--- src/design/modbus_rtu_register_slave_defines.svh ---
// assertion macros for the modbus rtu register slave
// used by files that carry concurrent checks; expects clk_i and rst_ni in scope
`ifndef MODBUS_RTU_REGISTER_SLAVE_DEFINES_SVH
`define MODBUS_RTU_REGISTER_SLAVE_DEFINES_SVH

// same-cycle implication
`define MRS_ASSERT_IMP(lbl, ante, cons, msg) \
  lbl: assert property (@(posedge clk_i) disable iff (!rst_ni) (ante) |-> (cons)) \
    else $error(msg);

// next-cycle implication
`define MRS_ASSERT_NXT(lbl, ante, cons, msg) \
  lbl: assert property (@(posedge clk_i) disable iff (!rst_ni) (ante) |=> (cons)) \
    else $error(msg);

`endif

--- src/design/mrs_ram.sv ---
// generic simple dual-port ram, one write and one registered read port
// no dependencies
module mrs_ram #(
  parameter int unsigned WIDTH = 8,
  parameter int unsigned DEPTH = 256
) (
  input  logic                                   clk_i,
  input  logic                                   we_i,
  input  logic [((DEPTH > 1) ? $clog2(DEPTH) : 1)-1:0] waddr_i,
  input  logic [WIDTH-1:0]                       wdata_i,
  input  logic                                   re_i,
  input  logic [((DEPTH > 1) ? $clog2(DEPTH) : 1)-1:0] raddr_i,
  output logic [WIDTH-1:0]                       rdata_o
);

  logic [WIDTH-1:0] mem_q [DEPTH];

  always_ff @(posedge clk_i) begin
    if (we_i) begin
      mem_q[waddr_i] <= wdata_i;
    end
    if (re_i) begin
      rdata_o <= mem_q[raddr_i];
    end
  end

endmodule

--- config.mk ---
export PLATFORM = sky130hd
export DESIGN_NAME = mrs_ram
export DESIGN_NICKNAME = d
export VERILOG_FILES = /design/src/design/modbus_rtu_register_slave_defines.svh /design/src/design/mrs_ram.sv
export SDC_FILE = /design/constraint.sdc
export NUM_CORES = 2
export LEC_CHECK = 0
export BUFFER_PORTS_ARGS = -buffer_cell sky130_fd_sc_hd__buf_2
export CORE_UTILIZATION = 55
export CTS_CLUSTER_SIZE = 25
export DETAILED_ROUTE_END_ITERATION = 12
export PLACE_DENSITY = 0.81
export RECOVER_POWER = 100
export SLEW_MARGIN = 10
export SYNTH_ARGS = -nofsm -noshare
export SYNTH_HDL_FRONTEND = slang
export SYNTH_SLANG_ARGS = --single-unit
--- constraint.sdc ---
create_clock -name clk_i -period 2.1 [get_ports clk_i]
set_clock_uncertainty 0.05 [all_clocks]
set_input_delay 0.105 -clock clk_i [delete_from_list [all_inputs] [get_ports clk_i]]
set_output_delay 0.105 -clock clk_i [all_outputs]
set_load 0.02 [all_outputs]
# After elaboration in Yosys (flattened, before gate mapping)
# Memories as Yosys holds them, arrays and structs flattened. A register that Yosys moved wholly into a read port is not among the register bits.
# Index checks and enable logic that the tools add are counted.
# word_totals
regBits,0
ram_bits,2048
word_cells,3
mem_count,1
# classes
mux,2
# mem_list
name,depth,word_bits,read_ports,rd_ports_with_merged_regs,wr,line_no,rtl
mem_q,256,8,1,1,1,mrs_ram.sv:16,logic [WIDTH-1:0] mem_q [DEPTH];
# ops
operator,count
1-bit 2-to-1 mux,2

# Depth between registers and ports, before layout
# logic_depth
ltp_word,2
mapped_depth,11

# Least setup slack after synthesis
# OpenSTA, ideal clock, no wires.
# synth_path
kind,input to register
start,in raddr_i[0] (netlist name)
end,reg rdata_o[2] (read register of mem_q) (data pin)
setup_time_ps,269
arrival_time_ps,1912
setup_slack_ps,-131
cell_stages,9
n_path_buf,4
cell_sequence,buf_6 > buf_12 > buf_8 > buf_2 > mux4_2 > a22oi_1 > a21oi_1 > nor4_1 > nor4_2
# synth_rtl
element,line_no,rtl
from (decl),mrs_ram.sv:12,"input logic [((DEPTH > 1) ? $clog2(DEPTH) : 1)-1:0] raddr_i,"
to (decl),mrs_ram.sv:13,output logic [WIDTH-1:0] rdata_o

==> results.sh <==
export IMPL_syn_nets=3760
export IMPL_min_period_ps=2620
export IMPL_power_density_nw_per_um2=917
export IMPL_wire_per_inst_um=33.1
export IMPL_dp_slack_ps=-1420
export IMPL_worst_pin_slew_ps=2220
export IMPL_cp_top_family="multiplexers"
export IMPL_gr_usage_all_layers_pct=29.9
export IMPL_die_w_um=383
export IMPL_initial_utilization_pct=55.4
export IMPL_cp_required_ps=2620
export IMPL_cts_htree_levels=4
export IMPL_cts_made_buffers=193
export IMPL_routabilityCongestion=0.941
export IMPL_grt_setup_unrepaired="yes"
export IMPL_setup_slack_ps=-516
export IMPL_ys_flop_type="edfxtp_1"
export IMPL_cts_path_max_buffers=3
export IMPL_fmax_mhz=382
export IMPL_cts_tree="built"
export IMPL_critPathMaxFanout=1
export IMPL_yosysSeqAreaShare_pct=77.5
export IMPL_overflow=0
export IMPL_core_area_um2=144000
export IMPL_grt_max_degree=113
export IMPL_drv_slew=142
export IMPL_dp_hpwl_mm=133
export IMPL_worst_path_most_repeated_cell="mux4_2"
export IMPL_postLayoutCoreUtil_pct=65.1
export IMPL_clk_pin_slew_ps=70
export IMPL_antenna_found_initial=16
export IMPL_ys_async_sr_fraction_pct=0
export IMPL_drt_iter0_drc=7728
export IMPL_rows=139
export IMPL_ys_top_cells_by_area="edfxtp_1, mux4_2, mux2i_1"
export IMPL_area_growth_pct=17.5
export IMPL_cap_violations=2
export IMPL_outcome="finished, violations left"
export IMPL_critPathMaxStageDelay_ps=510
export IMPL_register_area_um2=61700
export IMPL_layout_commonest_cell="edfxtp_1"
export IMPL_hp_class="in -> reg"
export IMPL_via_count=44199
export IMPL_final_cell_mix="edfxtp_1, mux4_2, buf_4, nor2_1, clkbuf_16"
export IMPL_root_buffer="clkbuf_16"
export IMPL_wirelength_mm=217
export IMPL_drive_above_1_share_pct=33.5
export IMPL_first_pass_iters=10
export IMPL_via_per_inst=6.74
export IMPL_ys_types=54
export IMPL_finalSetupViolations=1107
export IMPL_ys_seq_elements=2056
export IMPL_maxSlewHeadroom_pct=-48.1
export IMPL_clk_latency_ps=850
export IMPL_netlist_instances=3733
export IMPL_fp_dieH_um=383
export IMPL_die_area_um2=146000
export IMPL_post_route_drc_count=8
export IMPL_hold_viol_final=0
export IMPL_p_leak_uw=0.0304
export IMPL_cp_start_kind="register"
export IMPL_cp_slowest_cell="mux4_2"
export IMPL_cp_cell_sequence="mux4_2 > mux4_2 > nor2b_4 > nor4_4 > buf_4 > nor4_2"
export IMPL_cp_arrival_ps=3130
export IMPL_ant_nets=0
export IMPL_io_buffers=34
export IMPL_cp_num_buf_inv=1
export IMPL_yosysTopAreaCell="edfxtp_1"
export IMPL_layout_nets=4501
export IMPL_grt_pass1_wl_mm=312
export IMPL_grt_pass1_vias=44909
export IMPL_cp_end_kind="register"
export IMPL_multi_input_area_um2=16900
export IMPL_avgSynthCellArea_um2=21.3
export IMPL_period_share_pct=125
export IMPL_pin_count=35
export IMPL_ir_drop_v=0.000781
export IMPL_netlist_area_leader_share_pct=77.5
export IMPL_crit_type="reg -> reg"
export IMPL_synth_edf_count=2056
export IMPL_cts_num_sinks=2056
export IMPL_postCtsSetupBuffers=0
export IMPL_yosysWarnings=0
export IMPL_violations="design-rule violations, max-capacitance violations, max-slew violations, negative setup slack"
export IMPL_nFillCells=8799
export IMPL_netlist_area_um2=79600
path summary, 6_finish.rpt:
kind / startpoint / endpoint / slack [ps] / cells past startpoint
worst max-delay path: mem_q[86][4] / rdata_o[4] / -520 / 6
worst min-delay path: waddr_i[5] / mem_q[115][6] / 50 / 4
worst max register to register: mem_q[86][4] / rdata_o[4] / -520 / 6
worst min register to register: mem_q[50][1] / rdata_o[1] / 1240 / 6
sequential cells by signal, indices dropped and copies added (netlist names):
signal	flops
rdata_o	8
mem_q	2048
synthesized netlist by cell type, drive strengths merged (2+ instances only):
cell	n
edfxtp	2056
mux4	456
nor2	282
mux2i	134
a22oi	133
buf	122
clkbuf	111
a21oi	96
o221ai	47
nand3	34
nand2	33
nor2b	31
o22ai	28
nor4	27
nor3	22
a211oi	16
a221oi	14
o21ai	12
nand4	10
o211ai	10
a22o	8
nand2b	8
and2	6
a2111oi	5
o22a	5
o32ai	5
or2	4
a311oi	2
a31oi	2
and3b	2
nand3b	2
area by class of cell:
type | count | area share (%)
antenna | 10 | 0.0268
tap | 1903 | 2.55
clock inverter | 153 | 1.61
multi-input combinational | 1442 | 18.1
timing repair buffer | 779 | 6.48
inverter | 2 | 0.00803
sequential | 2056 | 66.0
clock buffer | 211 | 5.26
kinds of logic (layout without fill, tap and decap cells):
| logic type | Yosys count | in the layout | share of synthesized area (%) |
|---|---|---|---|
| and+or+nand+nor | 466 | 466 | 2.63 |
| muxes | 591 | 591 | 14.6 |
| AOI/OAI and AO/OA | 385 | 385 | 3.42 |
| DFF | 2056 | 2056 | 77.5 |
| other | 0 | 10 | 0 |
| buffers and inverters | 235 | 1145 | 1.83 |
worst register-to-register path: cells and delay by family, from the launching register on:
kind                   cells  cell delay (ps)
DFF                        1              410
and+or+nand+nor            3              680
buffers and inverters      1              220
muxes                      2              990
where the power goes:
| part | internal, uW | switching [uW] |
|---|---|---|
| clock | 19800 | 15700 |
| sequential | 45300 | 85.3 |
| combinational | 1910 | 3030 |
layer usage:
metal / vias up / GRT usage (%) / part of all wire [%]
met2: 3852 / 47.3 / 48
li1: 17209 / - / -
met5: - / 0 / 0.032
met3: 776 / 7.79 / 13
met1: 22352 / 38.6 / 33
met4: 10 / 15.6 / 6.0
through the flow:
stage / power, uW / hold WS, ps / instance area (um^2) / setup TNS (ps) / cells
final: 85800 / 52.3 / 93500 / -76480 / 6556
after CTS: 85900 / 1.45 / 94300 / -2720 / 6546
after global routing: 87500 / 39.5 / 93500 / -62760 / 6547
after detailed placement: 50900 / 536 / 87400 / -9050 / 6167
after floorplan: 48400 / 154 / 79900 / -46.2 / 3733
after global placement: 50700 / 535 / 87400 / -8710 / 6167
what timing repair did:
action	CTS	global route
resized for setup	59	9
endpoints found under the hold margin	997	0
setup endpoints to repair	8	24
hold buffers	15	0
pin swaps	21	6
Note: power is estimated with default switching activity, not from simulation.
