File: config.mk
export PLATFORM = sky130hd
export DESIGN_NAME = mrs_crc
export DESIGN_NICKNAME = d
export VERILOG_FILES = /design/src/design/modbus_rtu_register_slave_defines.svh /design/src/design/mrs_pkg.sv /design/src/design/mrs_crc.sv
export SDC_FILE = /design/constraint.sdc
export NUM_CORES = 1
export LEC_CHECK = 0
export BUFFER_PORTS_ARGS = -buffer_cell sky130_fd_sc_hd__buf_2
export CORE_MARGIN = 3
export CORE_UTILIZATION = 50
export DETAILED_ROUTE_END_ITERATION = 8
export GPL_ROUTABILITY_DRIVEN = 0
export PLACE_DENSITY = 0.79
export SYNTH_ARGS = -nofsm -noshare
export SYNTH_HDL_FRONTEND = slang
export SYNTH_SLANG_ARGS = --single-unit
File: constraint.sdc
create_clock -name clk_i -period 2.6 [get_ports clk_i]
set_input_delay 0.52 -clock clk_i [delete_from_list [all_inputs] [get_ports clk_i]]
set_output_delay 0.52 -clock clk_i [all_outputs]
set_load 0.1 [all_outputs]
File: src/design/modbus_rtu_register_slave_defines.svh
// assertion macros for the modbus rtu register slave
// used by files that carry concurrent checks; expects clk_i and rst_ni in scope
`ifndef MODBUS_RTU_REGISTER_SLAVE_DEFINES_SVH
`define MODBUS_RTU_REGISTER_SLAVE_DEFINES_SVH

// same-cycle implication
`define MRS_ASSERT_IMP(lbl, ante, cons, msg) \
  lbl: assert property (@(posedge clk_i) disable iff (!rst_ni) (ante) |-> (cons)) \
    else $error(msg);

// next-cycle implication
`define MRS_ASSERT_NXT(lbl, ante, cons, msg) \
  lbl: assert property (@(posedge clk_i) disable iff (!rst_ni) (ante) |=> (cons)) \
    else $error(msg);

`endif

File: src/design/mrs_pkg.sv
// shared types, constants and crc helpers of the modbus rtu register slave
// no dependencies
package mrs_pkg;

  localparam int unsigned FrameBytesDef = 256;
  localparam int unsigned StoreBytesDef = 1024;
  localparam int unsigned ReplyCap      = 256;

  localparam logic [15:0] CrcInit    = 16'hFFFF;
  localparam logic [15:0] CrcPoly    = 16'hA001;
  localparam logic [15:0] ReadMaxQty = 16'h007D;

  localparam logic [7:0] FnRead          = 8'h03;
  localparam logic [7:0] FnWriteSingle   = 8'h06;
  localparam logic [7:0] FnWriteMultiple = 8'h10;
  localparam logic [7:0] ExcFlag         = 8'h80;
  localparam logic [7:0] ExcIllegalValue = 8'h03;
  localparam logic [7:0] ExcIllegalAddr  = 8'h02;
  localparam logic [7:0] ExcNotReady     = 8'h00;
  localparam logic [7:0] SlaveAddrRst    = 8'h01;

  // register byte addresses on the config port
  localparam logic [1:0] RegSlaveAddr = 2'd0;

  typedef enum logic [12:0] {
    S_CLR   = 13'b0000000000001,
    S_IDLE  = 13'b0000000000010,
    S_CHECK = 13'b0000000000100,
    S_W6A   = 13'b0000000001000,
    S_W6B   = 13'b0000000010000,
    S_MRD   = 13'b0000000100000,
    S_MWR   = 13'b0000001000000,
    S_PRE   = 13'b0000010000000,
    S_BRD   = 13'b0000100000000,
    S_BPUSH = 13'b0001000000000,
    S_CLO   = 13'b0010000000000,
    S_CHI   = 13'b0100000000000,
    S_FIN   = 13'b1000000000000
  } mrs_state_e;

  // one reply byte from the sequencer to the packer
  typedef struct packed {
    logic       valid;
    logic [7:0] data;
    logic       last;
  } mrs_push_t;

  // table entry of the reflected crc-16
  function automatic logic [15:0] crc_tab(input logic [7:0] idx);
    logic [15:0] c;
    c = {8'h00, idx};
    for (int k = 0; k < 8; k++) begin
      c = c[0] ? ((c >> 1) ^ CrcPoly) : (c >> 1);
    end
    return c;
  endfunction

  function automatic logic [15:0] crc_next(input logic [15:0] c, input logic [7:0] b);
    return (c >> 8) ^ crc_tab(c[7:0] ^ b);
  endfunction

endpackage

File: src/design/mrs_crc.sv
// shared crc-16 unit, one byte per cycle through the table form
// depends on mrs_pkg
module mrs_crc import mrs_pkg::*; (
  input  logic        clk_i,
  input  logic        rst_ni,
  input  logic        upd_i,
  input  logic        start_i,
  input  logic [7:0]  byte_i,
  output logic [15:0] crc_o
);

  logic [15:0] crc_q, crc_d;

  // restart from the seed on the first byte of a run
  always_comb begin
    crc_d = crc_q;
    if (upd_i) begin
      crc_d = crc_next(start_i ? CrcInit : crc_q, byte_i);
    end
  end

  always_ff @(posedge clk_i or negedge rst_ni) begin
    if (!rst_ni) begin
      crc_q <= CrcInit;
    end else begin
      crc_q <= crc_d;
    end
  end

  assign crc_o = crc_q;

endmodule

; ---- Yosys cells after proc, flatten, opt, wreduce, memory -nomap -nowiden
; Cells that the tools add are included.
[op_classes]
addsub = 0
n_mul = 0
n_div = 0
order_cmp = 0
eq_ne = 0
shift = 0
mux = 9
bitwise_logic = 10
n_reduce_logical = 0
[op_table]
columns = op, count
row1 = $mux 16, 9
row2 = $not 2->3, 7
row3 = $xor 8x16->16, 1
row4 = $xor 8x8->8, 1
row5 = $not 1->3, 1
[word_totals]
ff_bits = 16
latch_bits = 0
ram_bits = 0
romBits = 0
inputBits = 12
memories = 0

; ---- Longest topological paths before layout
[logic_depth]
word_depth = 19
depth_mapped = 7

; ---- Worst setup path before layout
; Ideal clock, no wire load.
[synth_timing]
kind = register -> register
start = register crc_q[6], in the netlist crc_o[6]
end = register crc_q[0], in the netlist crc_o[0]
setup_time_ns = 0.082
t_arrival_ns = 2.323
slack_ns = 0.194
stages_incl_launch_ff = 7
path_buffers = 0
synth_period_minus_slack_ns = 2.406
cell_sequence = dfstp_2 -> nor2_4 -> xnor3_1 -> xnor3_1 -> xor3_2 -> xnor2_1 -> mux2_4
[synth_between]
elab_chain_cells = 12
[synth_lines]
columns = element, line
row1 = from (decl), mrs_crc.sv:12  ; logic [15:0] crc_q, crc_d;
row2 = from (signal assigned), mrs_crc.sv:24  ; crc_q <= CrcInit;
row3 = from (signal assigned), mrs_crc.sv:26  ; crc_q <= crc_d;
row4 = $mux 16 (*), mrs_crc.sv:18  ; crc_d = crc_next(start_i ? CrcInit : crc_q, byte_i);
row5 = $xor 8x8->8 (*), mrs_pkg.sv:59  ; return (c >> 8) ^ crc_tab(c[7:0] ^ b);
row6 = $mux 16 (*) (5 in a row), mrs_pkg.sv:53  ; c = c[0] ? ((c >> 1) ^ CrcPoly) : (c >> 1);
row7 = $not 2->3 (no line), n/a
row8 = $mux 16 (*) (3 in a row), mrs_pkg.sv:53
row9 = $xor 8x16->16 (*), mrs_pkg.sv:59
; Every way passes the cells marked *; elsewhere a longest branch is shown, timed or not.
; A chain may end at the register's enable or synchronous reset.

; ---- Worst setup path in the final report
; Ends and elaborated chain as after synthesis.

==> results.py <==
metrics = {
    "sta": {
        "slew_viol_final": 0,
        "fin_crit_ns": 2.11,
        "slew_headroom_pct": 67.8,
        "fin_crit_sh_pct": 81.1,
        "max_freq_ghz": 0.474,
        "finalClockSkew_ns": 0.00174,
        "tns_ns": 0,
        "rsz0062_at_grt": "no",
        "tightest_slew_ns": 0.487,
        "final.setup.worst_slack_ns": 0.492,
        "setup_viol": 0,
        "hold_viol": 0,
    },
    "logic_synthesis": {
        "netlist_area_um2": 1000,
        "synth_xor_area_share_pct": 32.3,
        "synth_top_family_by_area": "XOR/XNOR gates",
        "synth_compound_area_share_pct": 4.99,
        "synth_mux_area_share_pct": 6.98,
        "synth_fa_ha_area_share_pct": 0,
        "yosys_register_bits": 16,
        "yosys.area_share.simple_pct": 10.8,
        "syn_inst": 97,
        "syn_avg_cell_area_um2": 10.3,
        "syn_nets": 109,
        "synth_cell_types": 15,
        "synth_top_area_share_pct": 41.9,
        "yosys_warnings": 0,
        "synthTopCellsByArea": "dfstp_2 (42%), xnor2_1 (24%), nor2_1 (9.7%), a21oi_1 (5.0%), mux2_2 (4.5%)",
        "synth.largest_area_cell": "dfstp_2",
        "ys_seq_area_share_pct": 41.9,
    },
    "final_layout": {
        "finalCoreUtilization_pct": 65.9,
        "design_area_um2": 1190,
        "final_cell_mix": "xnor2_1 (27), buf_2 (27), nor2_1 (26)",
        "largest_register_ffs": 16,
        "seqCellArea_um2": 420,
        "fin_nets": 137,
        "area_growth_pct": 18.3,
        "drive_gt1_share_pct": 44.4,
        "multiInputGateArea_um2": 553,
        "n_fill_cell": 159,
        "n_antenna_cell": 0,
    },
    "critical_path": {
        "r2r_slack_ns": 0.49,
        "cp.depth": 6,
        "reg2regPathDepth": 6,
        "cp_num_buf_inv": 0,
        "crit_type": "reg -> reg",
        "reg2reg_from": "crc_o[6]",
        "arrival_ns": 2.33,
        "crit_chain": "nor2_4 > xnor3_1 > xnor3_1 > xor3_2 > xnor2_1 > mux2_4",
        "crit_required_ns": 2.82,
        "cpMaxStageDelayCell": "dfstp_2",
        "reg2reg_to": "crc_o[0]",
        "end_kind": "flop",
        "cp_top_family": "XOR/XNOR gates",
        "crit_path_frequent_cell": "xnor3_1",
        "cpPeakStageDelay_ns": 0.60,
        "cp-start-kind": "flop",
        "worstPathMaxFanout": 4,
    },
    "floorplan": {
        "num_rows": 15,
        "ios": 28,
        "core_area_um2": 1800,
        "dieArea_um2": 2580,
        "fp.dieH_um": 50.8,
        "die_w_um": 50.8,
        "initial_core_util_pct": 55.7,
    },
    "clock_tree": {
        "cts_sinks": 16,
        "clock_latency_ns": 0.29,
        "cts_resized": 0,
        "cts_tree": "built",
        "htreeDepth": 1,
        "postCtsSetupBuffers": 0,
        "cts_buffers": 3,
        "cts_root_buf": "clkbuf_4",
        "clk_path_buf_depth": 2,
        "clkTransAtPathRegs_ns": 0.09,
        "hold_buffers": 0,
    },
    "routing": {
        "vias": 712,
        "drtPass1Iterations": 4,
        "drc_errors": 0,
        "antenna_left": 0,
        "drt_iter0_drc": 12,
        "avgViaCountPerCell": 4.78,
        "drt_wl_total_um": 1800,
        "wire_per_inst_um": 12.1,
    },
    "flow_run": {
        "drv_cap": 0,
    },
    "hold_path": {
        "min_path_type": "in -> async",
    },
    "global_route": {
        "antenna_found_initial": 0,
        "grt_pass1_wl_um": 3220,
        "grt_pass1_vias": 703,
        "overflow": 0,
        "grt_usage_pct": 17.2,
        "grt_start_max_net_pins": 27,
    },
    "place": {
        "place_ws_ns": 0.352,
        "dp_hpwl_um": 1340,
        "port_buffers": 27,
        "place_area_um2": 1150,
    },
    "outcome": {
        "status": "finished, final reports clean",
    },
}
metal layers:
layer	up-vias	wire length [um]	track usage, %
met5	-	0	0
met4	0	51	10.8
met3	5	115	3.56
met2	27	772	25.9
met1	321	862	22.5
li1	359	-	-
cell families (layout without fill, tap and decap cells):
| group | after synthesis | count (layout) |
|---|---|---|
| AO/OA/AOI/OAI | 10 | 10 |
| XOR/XNOR | 32 | 32 |
| AND/OR/NAND/NOR | 27 | 27 |
| multiplexers | 6 | 6 |
| buffers and inverters | 6 | 33 |
| flip-flops | 16 | 16 |
worst reg2reg max path: stages (launching register included):
cell     delay (ns)
dfstp_2        0.60
nor2_4         0.05
xnor3_1        0.36
xnor3_1        0.38
xor3_2         0.27
xnor2_1        0.14
mux2_4         0.25
how the worst max path moves through the flow:
stage,start,to,slack (ns)
finish,crc_o[6],crc_o[0],0.49
global route,crc_o[6],crc_o[0],0.41
CTS,crc_o[6],crc_o[0],0.48
detailed placement,start_i,crc_o[0],0.35
global placement,start_i,crc_o[0],0.39
floorplan,crc_o[6],crc_o[0],0.19
area by class of cell:
cell class | instances | share of cell area, %
Clock buffer | 4 | 3.06
Inverter | 1 | 0.316
Multi-Input combinational cell | 75 | 46.6
Sequential cell | 16 | 35.4
Tap cell | 25 | 2.63
Timing Repair Buffer | 28 | 12.0
Yosys cell counts:
cell	number
buf_6	1
nor2_4	1
mux2_2	4
xor2_1	2
mux2i_1	1
nor2_1	26
mux2_4	1
xor3_2	1
clkbuf_1	3
xnor2_1	27
xnor3_1	2
a21oi_1	10
inv_1	1
dfstp_2	16
buf_1	1
metrics by stage:
step / std cells / hold slack (ns)
2_1_floorplan: 97 / 0.372
3_3_place_gp: 145 / 0.460
3_5_place_dp: 145 / 0.468
4_1_cts: 149 / 0.418
5_1_grt: 149 / 0.422
6_report: 149 / 0.402
Power is left out: the tool's default activity adds up to more than one toggle a clock period on the data nets, which glitch-free logic cannot reach.
