<file path="src/design/modbus_rtu_register_slave_defines.svh">
// assertion macros for the modbus rtu register slave
// used by files that carry concurrent checks; expects clk_i and rst_ni in scope
`ifndef MODBUS_RTU_REGISTER_SLAVE_DEFINES_SVH
`define MODBUS_RTU_REGISTER_SLAVE_DEFINES_SVH

// same-cycle implication
`define MRS_ASSERT_IMP(lbl, ante, cons, msg) \
  lbl: assert property (@(posedge clk_i) disable iff (!rst_ni) (ante) |-> (cons)) \
    else $error(msg);

// next-cycle implication
`define MRS_ASSERT_NXT(lbl, ante, cons, msg) \
  lbl: assert property (@(posedge clk_i) disable iff (!rst_ni) (ante) |=> (cons)) \
    else $error(msg);

`endif

</file>
<file path="src/design/mrs_pkg.sv">
// shared types, constants and crc helpers of the modbus rtu register slave
// no dependencies
package mrs_pkg;

  localparam int unsigned FrameBytesDef = 256;
  localparam int unsigned StoreBytesDef = 1024;
  localparam int unsigned ReplyCap      = 256;

  localparam logic [15:0] CrcInit    = 16'hFFFF;
  localparam logic [15:0] CrcPoly    = 16'hA001;
  localparam logic [15:0] ReadMaxQty = 16'h007D;

  localparam logic [7:0] FnRead          = 8'h03;
  localparam logic [7:0] FnWriteSingle   = 8'h06;
  localparam logic [7:0] FnWriteMultiple = 8'h10;
  localparam logic [7:0] ExcFlag         = 8'h80;
  localparam logic [7:0] ExcIllegalValue = 8'h03;
  localparam logic [7:0] ExcIllegalAddr  = 8'h02;
  localparam logic [7:0] ExcNotReady     = 8'h00;
  localparam logic [7:0] SlaveAddrRst    = 8'h01;

  // register byte addresses on the config port
  localparam logic [1:0] RegSlaveAddr = 2'd0;

  typedef enum logic [12:0] {
    S_CLR   = 13'b0000000000001,
    S_IDLE  = 13'b0000000000010,
    S_CHECK = 13'b0000000000100,
    S_W6A   = 13'b0000000001000,
    S_W6B   = 13'b0000000010000,
    S_MRD   = 13'b0000000100000,
    S_MWR   = 13'b0000001000000,
    S_PRE   = 13'b0000010000000,
    S_BRD   = 13'b0000100000000,
    S_BPUSH = 13'b0001000000000,
    S_CLO   = 13'b0010000000000,
    S_CHI   = 13'b0100000000000,
    S_FIN   = 13'b1000000000000
  } mrs_state_e;

  // one reply byte from the sequencer to the packer
  typedef struct packed {
    logic       valid;
    logic [7:0] data;
    logic       last;
  } mrs_push_t;

  // table entry of the reflected crc-16
  function automatic logic [15:0] crc_tab(input logic [7:0] idx);
    logic [15:0] c;
    c = {8'h00, idx};
    for (int k = 0; k < 8; k++) begin
      c = c[0] ? ((c >> 1) ^ CrcPoly) : (c >> 1);
    end
    return c;
  endfunction

  function automatic logic [15:0] crc_next(input logic [15:0] c, input logic [7:0] b);
    return (c >> 8) ^ crc_tab(c[7:0] ^ b);
  endfunction

endpackage

</file>
<file path="src/design/mrs_if.sv">


interface mrs_rsp_if;
  logic       valid;
  logic       ready;
  logic [7:0] tx_byte0;
  logic [7:0] tx_byte1;
  logic [7:0] tx_byte2;
  logic [7:0] tx_byte3;
  logic [2:0] byte_count;
  logic       reply_last;

  modport source (output valid, tx_byte0, tx_byte1, tx_byte2, tx_byte3, byte_count,
                  reply_last, input ready);
  modport sink (input valid, tx_byte0, tx_byte1, tx_byte2, tx_byte3, byte_count,
                reply_last, output ready);
endinterface

</file>
<file path="src/design/mrs_packer.sv">
// packs reply bytes into groups of up to four and holds them for the tx channel
// depends on mrs_pkg and mrs_if
module mrs_packer import mrs_pkg::*; (
  input  logic      clk_i,
  input  logic      rst_ni,
  input  mrs_push_t push_i,
  output logic      ready_o,
  mrs_rsp_if.source tx_if
);

  logic [7:0] byte_q [4];
  logic [1:0] cnt_q;
  logic [2:0] count_q;
  logic       last_q;
  logic       vld_q;

  assign ready_o = !vld_q;

  // group assembly, slots past the count stay zero
  always_ff @(posedge clk_i or negedge rst_ni) begin
    if (!rst_ni) begin
      cnt_q <= '0;
      vld_q <= 1'b0;
    end else begin
      if (tx_if.valid && tx_if.ready) begin
        vld_q <= 1'b0;
      end
      if (push_i.valid) begin
        if (cnt_q == 2'd3 || push_i.last) begin
          vld_q <= 1'b1;
          cnt_q <= '0;
        end else begin
          cnt_q <= cnt_q + 2'd1;
        end
      end
    end
  end

  always_ff @(posedge clk_i) begin
    if (push_i.valid) begin
      if (cnt_q == 2'd0) begin
        byte_q[0] <= push_i.data;
        byte_q[1] <= '0;
        byte_q[2] <= '0;
        byte_q[3] <= '0;
      end else begin
        byte_q[cnt_q] <= push_i.data;
      end
      count_q <= 3'({1'b0, cnt_q}) + 3'd1;
      last_q  <= push_i.last;
    end
  end

  assign tx_if.valid      = vld_q;
  assign tx_if.tx_byte0   = byte_q[0];
  assign tx_if.tx_byte1   = byte_q[1];
  assign tx_if.tx_byte2   = byte_q[2];
  assign tx_if.tx_byte3   = byte_q[3];
  assign tx_if.byte_count = count_q;
  assign tx_if.reply_last = last_q;

endmodule

</file>
<file path="src/flat_wrapper.sv">
// flat-port wrapper written by rule: the top's interface ports become plain ports
module mrs_packer_flat import mrs_pkg::*;
  (clk_i, rst_ni, push_i, ready_o, tx_if_valid, tx_if_tx_byte0, tx_if_tx_byte1, tx_if_tx_byte2, tx_if_tx_byte3, tx_if_byte_count, tx_if_reply_last, tx_if_ready);
  mrs_rsp_if tx_if_i ();
  input  logic clk_i;
  input  logic rst_ni;
  input  mrs_push_t push_i;
  output logic ready_o;
  output wire logic [$bits(tx_if_i.valid)-1:0] tx_if_valid;
  output wire logic [$bits(tx_if_i.tx_byte0)-1:0] tx_if_tx_byte0;
  output wire logic [$bits(tx_if_i.tx_byte1)-1:0] tx_if_tx_byte1;
  output wire logic [$bits(tx_if_i.tx_byte2)-1:0] tx_if_tx_byte2;
  output wire logic [$bits(tx_if_i.tx_byte3)-1:0] tx_if_tx_byte3;
  output wire logic [$bits(tx_if_i.byte_count)-1:0] tx_if_byte_count;
  output wire logic [$bits(tx_if_i.reply_last)-1:0] tx_if_reply_last;
  input wire logic [$bits(tx_if_i.ready)-1:0] tx_if_ready;
  assign tx_if_valid = tx_if_i.valid;
  assign tx_if_tx_byte0 = tx_if_i.tx_byte0;
  assign tx_if_tx_byte1 = tx_if_i.tx_byte1;
  assign tx_if_tx_byte2 = tx_if_i.tx_byte2;
  assign tx_if_tx_byte3 = tx_if_i.tx_byte3;
  assign tx_if_byte_count = tx_if_i.byte_count;
  assign tx_if_reply_last = tx_if_i.reply_last;
  assign tx_if_i.ready = tx_if_ready;
  mrs_packer u_core (.clk_i(clk_i), .rst_ni(rst_ni), .push_i(push_i), .ready_o(ready_o), .tx_if(tx_if_i));
endmodule
</file>
<file path="config.mk">
export PLATFORM = sky130hd
export DESIGN_NAME = mrs_packer_flat
export DESIGN_NICKNAME = d
export VERILOG_FILES = /design/src/design/modbus_rtu_register_slave_defines.svh /design/src/design/mrs_pkg.sv /design/src/design/mrs_if.sv /design/src/design/mrs_packer.sv /design/src/flat_wrapper.sv
export SDC_FILE = /design/constraint.sdc
export NUM_CORES = 1
export LEC_CHECK = 0
export ABC_AREA = 0
export BUFFER_PORTS_ARGS = -buffer_cell sky130_fd_sc_hd__buf_4
export CAP_MARGIN = 20
export CORE_UTILIZATION = 51
export CTS_BUF_LIST = sky130_fd_sc_hd__clkbuf_4 sky130_fd_sc_hd__clkbuf_8
export CTS_CLUSTER_DIAMETER = 100
export DETAILED_ROUTE_END_ITERATION = 12
export PLACE_DENSITY_LB_ADDON = 0.08
export SYNTH_ARGS = -nofsm -noshare
export SYNTH_HDL_FRONTEND = slang
export SYNTH_SLANG_ARGS = --single-unit
</file>
<file path="constraint.sdc">
create_clock -name clk_i -period 1.8 [get_ports clk_i]
set_input_delay 0.27 -clock clk_i [delete_from_list [all_inputs] [get_ports clk_i]]
set_output_delay 0.27 -clock clk_i [all_outputs]
set_load 0.01 [all_outputs]
</file>
== Word level (Yosys, flattened, before mapping) ==
Memory sizes are Yosys's and may differ from the RTL's.
Cells that the tools add are included.

* Register bits after elaboration: 7
* Memory bits (writable): 32
* Bits of input ports: 13
* Word-level logic and storage cells: 26
* Memories: 1

{| class="wikitable"
|+ Memory list
! name !! words !! width !! read ports !! clocked after Yosys merged registers in !! wr ports !! RTL line !! RTL
|-
| u_core.byte_q || 4 || 8 || 4 || 0 || 4 || mrs_packer.sv:11 || <nowiki>logic [7:0] byte_q [4];</nowiki>
|}

* Add/sub/neg operators: 2
* Equal/unequal tests: 1
* Muxes and demuxes: 13
* Reductions and logical operators: 5

{| class="wikitable"
|+ Operators with widths
! cell !! count
|-
| $mux W1 || 10
|-
| $mux W8 || 1
|-
| $reduce_or A8 Y1 || 1
|-
| $mux W2 || 2
|-
| $add A2 B1 Y3 const B || 1
|-
| $add A2 B1 Y2 const B || 1
|-
| $eq A2 B2 Y1 const B || 1
|-
| $logic_not A2 Y1 || 1
|-
| $logic_and A1 B1 Y1 || 1
|-
| $logic_not A1 Y1 || 1
|-
| $logic_or A1 B1 Y1 || 1
|}

== Logic depth before layout (Yosys ltp) ==
Gate-level depths: netlist of run 1.

* Word-level depth: 6
* Gate-level depth with buffers: 4
* Gate-level depth less buffers: 4

== Worst setup path after synthesis of run 1 ==
Ideal clock, no wire load.

* Kind: flip-flop to flip-flop
* From: register u_core.cnt_q[0]
* To: memory u_core.byte_q[3][0], enable pin
* Data arrival time: 1.198 ns
* Required time: 1.427 ns
* Setup slack: 0.229 ns
* Cell stages (with the launch flop): 5
* Path buffers: 0
* Period minus slack after synthesis: 1.571 ns
* Path through: dfrtp_1 > inv_1 > ha_1 > a21oi_1 > nor2b_1

{| class="wikitable"
|+ RTL lines
! item !! RTL line !! RTL
|-
| start: declaration || mrs_packer.sv:12 || <nowiki>logic [1:0] cnt_q;</nowiki>
|-
| start signal: assignment || mrs_packer.sv:33 || <nowiki>cnt_q <= cnt_q + 2'd1;</nowiki>
|-
| end: declaration || mrs_packer.sv:11 ||
|}

==> metrics.md, run 1 <==
| Metric | Value |
|---|---|
| HPWL Detailed | `1969 um` |
| Cts bufs inserted | `5` |
| Total grt overflow | `0` |
| CP Data Arrival Time | `1.73 ns` |
| Final Cycle Share | `0.8916` |
| Vias/cell | `4.983` |
| Final core occ | `0.7036` |
| CTS tree | `done` |
| Layout area overhead | `30.55%` |
| GP Congestion | `0.7279` |
| Initial antenna violation count | `0` |
| Final non-filler cell total | `176` |
| Post-synth ARST share | `0.07692` |
| WHS Endpoint | `u_core.tx_if.valid` |
| CTS Buffer Depth | `2` |
| Layout cells sized above 1 | `0.4207` |
| Starting Density | `0.5389` |
| Mean area per synthesized cell | `15.95 um2` |
| Reg power frac | `0.583` |
| Switching Fraction | `0.2672` |
| Die area | `3160 um2` |
| # DRC | `0` |
| Reg2reg path depth | `4` |
| Largest net degree at the start of global routing | `17` |
| Core box area | `2781 um2` |
| # H-tree levels | `2` |
| Pint | `0.001450 W` |
| Ports | `51` |
| # rows | `19` |
| P_sw | `0.0005289 W` |
| Insertion delay to the later sink of the worst-skew pair | `0.36 ns` |
| Synth Instances | `94` |
| Worst-path clk slew | `0.12 ns` |
| Post-Syn Area | `1499 um2` |
| Footprint of the multi-input gates | `296.5 um2` |
| First-pass GRT wire length | `4250 um` |
| Maximum fanout along the worst path | `9` |
| Max-Cap Viols | `0` |
| # Post-CTS Setup Buffers | `0` |
| Fin Setup TNS | `0 ns` |
| Worst r2r src | `u_core.cnt_q[0]` |
| Lkg Pwr | `0.8127 nW` |
| Register area | `1156 um2` |
| Critical path type | `reg -> reg` |
| Seq/Total Area, Yosys | `0.7713` |
| Reg2reg setup slack | `0.20 ns` |
| Reg-to-reg endpoint | `u_core.byte_q[2][7]` |
| Vias in the first global route | `857` |
| Syn. warnings | `0` |
| Die Height | `56.22 um` |
| Fillers | `205` |
| Highest attainable clock frequency | `0.6231 GHz` |
| Placed Cells | `167` |
| Status | `completed` |
| Slew Viols, Final | `0` |
| Pre-antenna DRT Iters | `4` |
| Die X | `56.22 um` |
| Logic pwr share | `0.184` |
| PortBufs | `50` |
| CTS resizes | `0` |
| Net Count, Synth | `109` |
| Pwr Density | `1012 nW/um2` |
| Hold Fails Final Rpt | `0` |
| Slew HR | `0.7506` |
| Final-report setup violation count | `0` |
| Clk sinks | `39` |
| Drt total wl | `2716 um` |
| Diode count | `0` |
| Synth Flop Type | `edfxtp_1` |
| Hold Startpoint | `tx_if_ready` |
| 1st-iter DRT viols | `22` |
| Maximum vdd drop | `0.0009278 V` |
| Post-synth EDFFs | `36` |
| Critical Path End Type | `register` |
| Setup Skew | `0.006326 ns` |
| Seq cells post-synth | `39` |
| Fin Hold WS | `0.08659 ns` |
| Post-layout net count | `159` |
| DR WL/cell | `15.43 um` |
| Crit path launch type | `register` |
| Vias post-DR | `877` |
| Power Total | `0.001979 W` |
| CTS root buf | `clkbuf_4` |
| DRT antenna net count | `0` |
| Unrepaired setup endpoints after global routing | `false` |
| Distinct cell type count after synthesis | `17` |
| Hold Crit Class | `in -> reg` |
| Gr usage total | `0.1941` |
| Clock group share of total power | `0.233` |
| Hold Crit Depth | `2` |
| Worst Tran Pin Value | `0.3741 ns` |
| Min Tclk post-route | `1.605 ns` |
| Worst endpoint required time | `1.92 ns` |
==> what timing repair did <==
action                                  in CTS  in global routing
endpoints found under the setup margin       0                  0
hold buffers                                 1                  0
hold endpoints to repair                     3                  0
==> placed cells by master (no fill, tap or decap), drive strengths merged <==
master and count:
a21oi 1, and2 24, and2b 2, and4bb 2, buf 51, clkbuf 5
clkinvlp 2, dfrtp 3, dlygate4sd3 1, edfxtp 36, ha 2, inv 4
nand2 1, nor2 1, nor2b 2, o21a 3, o21ai 3, o32ai 1
or4b 1
==> sequential cells by signal (all words and copies together) (netlist names) <==
register and cells:
u_core.tx_if.reply_last 1, u_core.tx_if.valid 1, u_core.byte_q 32, u_core.cnt_q 2, u_core.tx_if.byte_count 3
==> power groups by stage <==
stage | logic [W] | registers [W] | clock network (W)
2_1_floorplan | 0.000116 | 0.00122 | 0
3_3_place_gp | 0.000358 | 0.00117 | 0
6_report | 0.000364 | 0.00115 | 0.000462
4_1_cts | 0.000371 | 0.00116 | 0.000477
3_5_place_dp | 0.000367 | 0.00118 | 0
5_1_grt | 0.000399 | 0.00116 | 0.000503
==> stage by stage <==
step           instance area [um2]  setup WS (ns)
6_report                      1957         0.1951
5_1_grt                       1957        0.09471
4_1_cts                       1957         0.1911
3_5_place_dp                  1886         0.2171
3_3_place_gp                  1886         0.2765
2_1_floorplan                 1499         0.2291
==> metal layers <==
layer	vias up	global-route usage	part of all wire
li1	430	-	-
met1	405	0.2382	0.40
met2	37	0.3010	0.48
met3	5	0.09070	0.096
met4	0	0.07317	0.019
met5	-	0	0
==> kinds of logic (layout without fill, tap and decap cells) <==
group / after synthesis / after routing / synth area share
flops: 39 / 39 / 0.7713
simple gates: 33 / 33 / 0.1469
compound gates: 8 / 8 / 0.03422
fa+ha+maj: 2 / 2 / 0.01669
buf+inv: 12 / 63 / 0.03088
==> cells in the mapped netlist, types with 2 or more instances <==
library cell / number / area, um2
clkbuf_1: 8 / 30.03
edfxtp_1: 36 / 1081
and2_1: 24 / 150.1
o21ai_0: 3 / 15.01
inv_1: 3 / 11.26
o21a_1: 3 / 22.52
ha_1: 2 / 25.02
and4bb_2: 2 / 25.02
and2b_1: 2 / 15.01
nor2b_1: 2 / 12.51
dfrtp_1: 3 / 75.07
==> critical path, cell delays in order, from the launching register on <==
cell and delay (ns):
dfrtp_1 0.47, inv_1 0.12, ha_1 0.28, and4bb_2 0.33, and2_1 0.18
==> layout make-up <==
class	count	share of cell area
multi-input cells	43	0.1515
flip-flops and latches	39	0.5908
inverters	3	0.005754
clock inverters	3	0.01215
well taps	31	0.01982
repair buffers	52	0.2008
clock buffers	5	0.01918
==> how the worst max path moves through the flow <==
stage	to	from	cells past startpoint
3_5_place_dp	u_core.byte_q[1][1]	u_core.cnt_q[0]	4
4_1_cts	u_core.byte_q[2][7]	u_core.cnt_q[0]	3
6_report	u_core.byte_q[2][7]	u_core.cnt_q[0]	4
5_1_grt	u_core.byte_q[3][4]	u_core.cnt_q[0]	4
2_1_floorplan	u_core.byte_q[3][0]	u_core.cnt_q[0]	4
3_3_place_gp	u_core.byte_q[2][1]	u_core.cnt_q[0]	3
(Power assumes the default switching activity.)
==> run 2: changes to the inputs <==
- BUFFER_PORTS_ARGS: -buffer_cell sky130_fd_sc_hd__buf_4 -> default
- DONT_BUFFER_PORTS: default -> 1
==> metrics.md, run 2 (synthesized netlist as in run 1, its figures left out) <==
| Metric | Value |
|---|---|
| CTS resizes | `0` |
| Vias in the first global route | `657` |
| Initial antenna violation count | `0` |
| PortBufs | `0` |
| Total grt overflow | `0` |
| Ports | `51` |
| Reg-to-reg endpoint | `u_core.byte_q[1][0]` |
| First-pass GRT wire length | `3312 um` |
| Fillers | `221` |
| # Post-CTS Setup Buffers | `0` |
| Setup Skew | `0.009057 ns` |
| GP Congestion | `0.6564` |
| Vias post-DR | `706` |
| Cts bufs inserted | `5` |
| Placed Cells | `117` |
| Largest net degree at the start of global routing | `17` |
| CTS tree | `done` |
| End point of the critical path | `u_core.byte_q[1][0]` |
| Clk sinks | `39` |
| Reg2reg setup slack | `0.23 ns` |
| Reg2reg path depth | `4` |
| Critical path startpoint | `u_core.cnt_q[0]` |
| Diode count | `0` |
| Slew Viols, Final | `0` |
| Pre-antenna DRT Iters | `4` |
| Layout cells sized above 1 | `0.1078` |
| Worst endpoint required time | `1.90 ns` |
| Die X | `56.22 um` |
| Top reg by flops | `u_core.byte_q` |
| Max reg flops | `32` |
| Lkg Pwr | `0.6025 nW` |
| Worst r2r src | `u_core.cnt_q[0]` |
| # DRC | `0` |
| Hold Fails Final Rpt | `0` |
| Hold Crit Class | `in -> reg` |
| Slew HR | `0.7503` |
| Pwr Density | `1093 nW/um2` |
| Unrepaired setup endpoints after global routing | `false` |
| CP Data Arrival Time | `1.67 ns` |
| Starting Density | `0.5389` |
| # rows | `19` |
| Status | `completed` |
| Min Tclk post-route | `1.572 ns` |
| Gr usage total | `0.1550` |
| HPWL Detailed | `1484 um` |
| Wire length on met2 | `990 um` |
| Placed inst area | `1510 um2` |
| Fin Setup TNS | `0 ns` |
| CTS Buffer Depth | `2` |
| Final Cycle Share | `0.8731` |
| DRT antenna net count | `0` |
| Max-Cap Viols | `0` |
| Post-Route M1 WL | `1080 um` |
| Critical path type | `reg -> reg` |
| Worst-path clk slew | `0.11 ns` |
| Fin Hold WS | `0.03170 ns` |
| Die area | `3160 um2` |
| Crit path launch type | `register` |
| Maximum vdd drop | `0.0007332 V` |
| Highest attainable clock frequency | `0.6363 GHz` |
| CTS root buf | `clkbuf_4` |
| Insertion delay to the later sink of the worst-skew pair | `0.33 ns` |
| Maximum fanout along the worst path | `9` |
| DR WL/cell | `17.43 um` |
| Met3 routed WL | `207 um` |
| Hold Crit Depth | `1` |
| Most frequent cells in the layout | `36 x edfxtp_1, 24 x and2_1, 8 x dlygate4sd3_1, 6 x clkbuf_4` |
| Post-layout net count | `116` |
| Critical Path End Type | `register` |
| Layout area overhead | `9.933%` |
| Final non-filler cell total | `133` |
| Worst Tran Pin Value | `0.3745 ns` |
| 1st-iter DRT viols | `28` |
| Drt total wl | `2318 um` |
| Final core occ | `0.5924` |
| Final-report setup violation count | `0` |
| # H-tree levels | `2` |
| Post-route cell area | `1648 um2` |
| Commonest non-fill, non-tap cell in the layout | `edfxtp_1` |
| DR top layer | `met4` |
| Core box area | `2781 um2` |
| Hold_buf cts | `1` |
| Vias/cell | `5.308` |
| Die Height | `56.22 um` |
run 2: changes by cell type in the layout (fill, tap and decap cells not counted):
cell,previous run,this run
buf_4,51,1
clkbuf_4,5,6
clkinv_2,0,1
clkinvlp_4,2,1
dlygate4sd3_1,1,8
inv_6,1,0
run 2: worst min path at each step:
stage	start	endpoint	slack (ns)
2_1_floorplan	rst_ni	u_core.cnt_q[0]	-0.03
3_3_place_gp	rst_ni	u_core.tx_if.valid	-0.03
3_5_place_dp	rst_ni	u_core.tx_if.valid	-0.03
4_1_cts	push_i[3]	u_core.byte_q[0][2]	0.006
5_1_grt	push_i[7]	u_core.byte_q[0][6]	0.007
6_report	tx_if_ready	u_core.tx_if.valid	0.03
run 2: layer usage:
layer / up-vias / GRT usage
li1: 340 / -
met1: 324 / 0.1965
met2: 37 / 0.2007
met3: 5 / 0.08605
met4: 0 / 0.1045
met5: - / 0
run 2: area by class of cell:
class | count | area [um2] | share of cell area
flip-flops and latches | 39 | 1156 | 0.7016
multi-input cells | 43 | 296.5 | 0.1800
clock buffers | 6 | 45.04 | 0.02733
clock inverters | 2 | 12.51 | 0.007593
well taps | 31 | 38.79 | 0.02354
inverters | 3 | 11.26 | 0.006834
repair buffers | 9 | 87.58 | 0.05315
run 2: power by group:
part	switching (W)	internal, W
clock	0.000263	0.000166
sequential	0.0000920	0.00112
combinational	0.0000923	0.0000652
total	0.000447	0.00135
run 2: worst max-delay path: stages (launching register included):
cell	delay (ns)
dfrtp_1	0.46
inv_1	0.12
ha_1	0.27
and4bb_2	0.32
and2_1	0.17
run 2: through the flow:
| stage | total power, W | worst slack (ns) |
|---|---|---|
| 3_3_place_gp | 0.001377 | 0.2784 |
| 6_report | 0.001801 | 0.2284 |
| 2_1_floorplan | 0.001338 | 0.2291 |
| 4_1_cts | 0.001811 | 0.2110 |
| 5_1_grt | 0.001878 | 0.1345 |
| 3_5_place_dp | 0.001379 | 0.2322 |
==> run 3: changes to the inputs <==
- CORE_MARGIN: default -> 3
==> metrics.md, run 3 (synthesized netlist as in run 1, its figures left out) <==
| Metric | Value |
|---|---|
| Max reg flops | `32` |
| Layout area overhead | `9.933%` |
| GP Congestion | `0.6763` |
| Final core occ | `0.5924` |
| Slew Viols, Final | `0` |
| Vias in the first global route | `698` |
| Fin Setup TNS | `0 ns` |
| # H-tree levels | `2` |
| Top reg by flops | `u_core.byte_q` |
| Unrepaired setup endpoints after global routing | `false` |
| Die X | `60.22 um` |
| Worst slack, placed | `0.2254 ns` |
| Post-layout net count | `116` |
| PortBufs | `0` |
| Worst Tran Pin Value | `0.3607 ns` |
| Worst-path clk slew | `0.11 ns` |
| Vias post-DR | `717` |
| Highest attainable clock frequency | `0.6360 GHz` |
| Cts bufs inserted | `5` |
| # rows | `19` |
| Most frequent cells in the layout | `36 x edfxtp_1, 24 x and2_1, 8 x dlygate4sd3_1, 6 x clkbuf_4` |
| Max-Cap Viols | `0` |
| Ports | `51` |
| Final Cycle Share | `0.8735` |
| Starting Density | `0.5389` |
| Setup Skew | `0.01359 ns` |
| CP max stage delay | `0.46 ns` |
| DR WL/cell | `18.49 um` |
| Pre-antenna DRT Iters | `4` |
| Crit path launch type | `register` |
| Fillers | `208` |
| CP delay by family, top | `simple AND/OR/NAND/NOR gates` |
| Post-route cell area | `1648 um2` |
| DRT antenna net count | `0` |
| Maximum fanout along the worst path | `9` |
| Final non-filler cell total | `133` |
| First-pass GRT wire length | `3719 um` |
| PnR worst setup slack | `0.2278 ns` |
| Hold Crit Class | `in -> reg` |
| Commonest non-fill, non-tap cell in the layout | `edfxtp_1` |
| Layout cells sized above 1 | `0.1078` |
| Total grt overflow | `0` |
| Placed inst area | `1510 um2` |
| CTS Buffer Depth | `2` |
| Placed Cells | `117` |
| # DRC | `0` |
| Bufs and invs on worst path | `1` |
| Worst endpoint required time | `1.91 ns` |
| Slowest CP cell | `dfrtp_1` |
| Lkg Pwr | `0.6025 nW` |
| Drt total wl | `2459 um` |
| Insertion delay to the later sink of the worst-skew pair | `0.34 ns` |
| Initial antenna violation count | `0` |
| Die area | `3626 um2` |
| Hold Fails Final Rpt | `0` |
| CTS root buf | `clkbuf_4` |
| CP Data Arrival Time | `1.68 ns` |
| Pwr Density | `1097 nW/um2` |
| Die Height | `60.22 um` |
| CTS tree | `done` |
| Gr usage total | `0.1558` |
| Core box area | `2781 um2` |
| Status | `completed` |
| Critical path type | `reg -> reg` |
| Critical Path End Type | `register` |
| Maximum vdd drop | `0.0007970 V` |
| Slew HR | `0.7596` |
| Diode count | `0` |
| Final-report setup violation count | `0` |
| HPWL Detailed | `1601 um` |
| Min Tclk post-route | `1.572 ns` |
| Critical path, cell by cell | `inv_1 -> ha_1 -> and4bb_2 -> and2_1` |
| Clk sinks | `39` |
| Largest net degree at the start of global routing | `17` |
| Vias/cell | `5.391` |
| 1st-iter DRT viols | `13` |
[run 3: cell counts in the layout (fill, tap and decap cells not counted)]
Identical to the previous run, type by type.
[run 3: final cells by class]
class | instances | area (um2) | area share
Timing Repair Buffer | 9 | 87.58 | 0.05315
Inverter | 3 | 11.26 | 0.006834
Clock inverter | 2 | 12.51 | 0.007593
Multi-Input combinational cell | 43 | 296.5 | 0.1800
Sequential cell | 39 | 1156 | 0.7016
Tap cell | 31 | 38.79 | 0.02354
Clock buffer | 6 | 45.04 | 0.02733
[run 3: where the power goes]
part | switching, W | internal (W)
combinational | 0.0000893 | 0.0000652
sequential | 0.0000950 | 0.00112
clock | 0.000271 | 0.000166
total | 0.000455 | 0.00135
[run 3: final timing paths]
path / from / endpoint / slack (ns) / cells after the start
worst max-delay path: u_core.cnt_q[0] / u_core.byte_q[2][4] / 0.23 / 4
worst min-delay path: tx_if_ready / u_core.tx_if.valid / 0.03 / 1
worst max register to register: u_core.cnt_q[0] / u_core.byte_q[2][4] / 0.23 / 4
worst min register to register: u_core.cnt_q[1] / u_core.cnt_q[1] / 0.67 / 2
max in group asynchronous: rst_ni / u_core.cnt_q[0] / 1.48 / 1
min in group asynchronous: rst_ni / u_core.tx_if.valid / 0.18 / 1
[run 3: metrics by stage]
| stage | hold slack [ns] | total power (W) |
|---|---|---|
| after floorplan | -0.02559 | 0.001338 |
| after global placement | -0.02552 | 0.001381 |
| after detailed placement | -0.02553 | 0.001381 |
| after CTS | 0.0001996 | 0.001829 |
| after global routing | 0.002524 | 0.001898 |
| final | 0.03013 | 0.001808 |
[run 3: repair_timing]
item / in CTS / in global routing
buffers inserted: 0 / 0
resized for setup: 0 / 0
hold buffers: 7 / 1
hold endpoints to repair: 9 / 1
[run 3: layer usage]
metal / routed length (um) / track usage
met3: 308 / 0.1058
met1: 1061 / 0.1874
met5: 0 / 0
met4: 60 / 0.1171
met2: 1028 / 0.1914
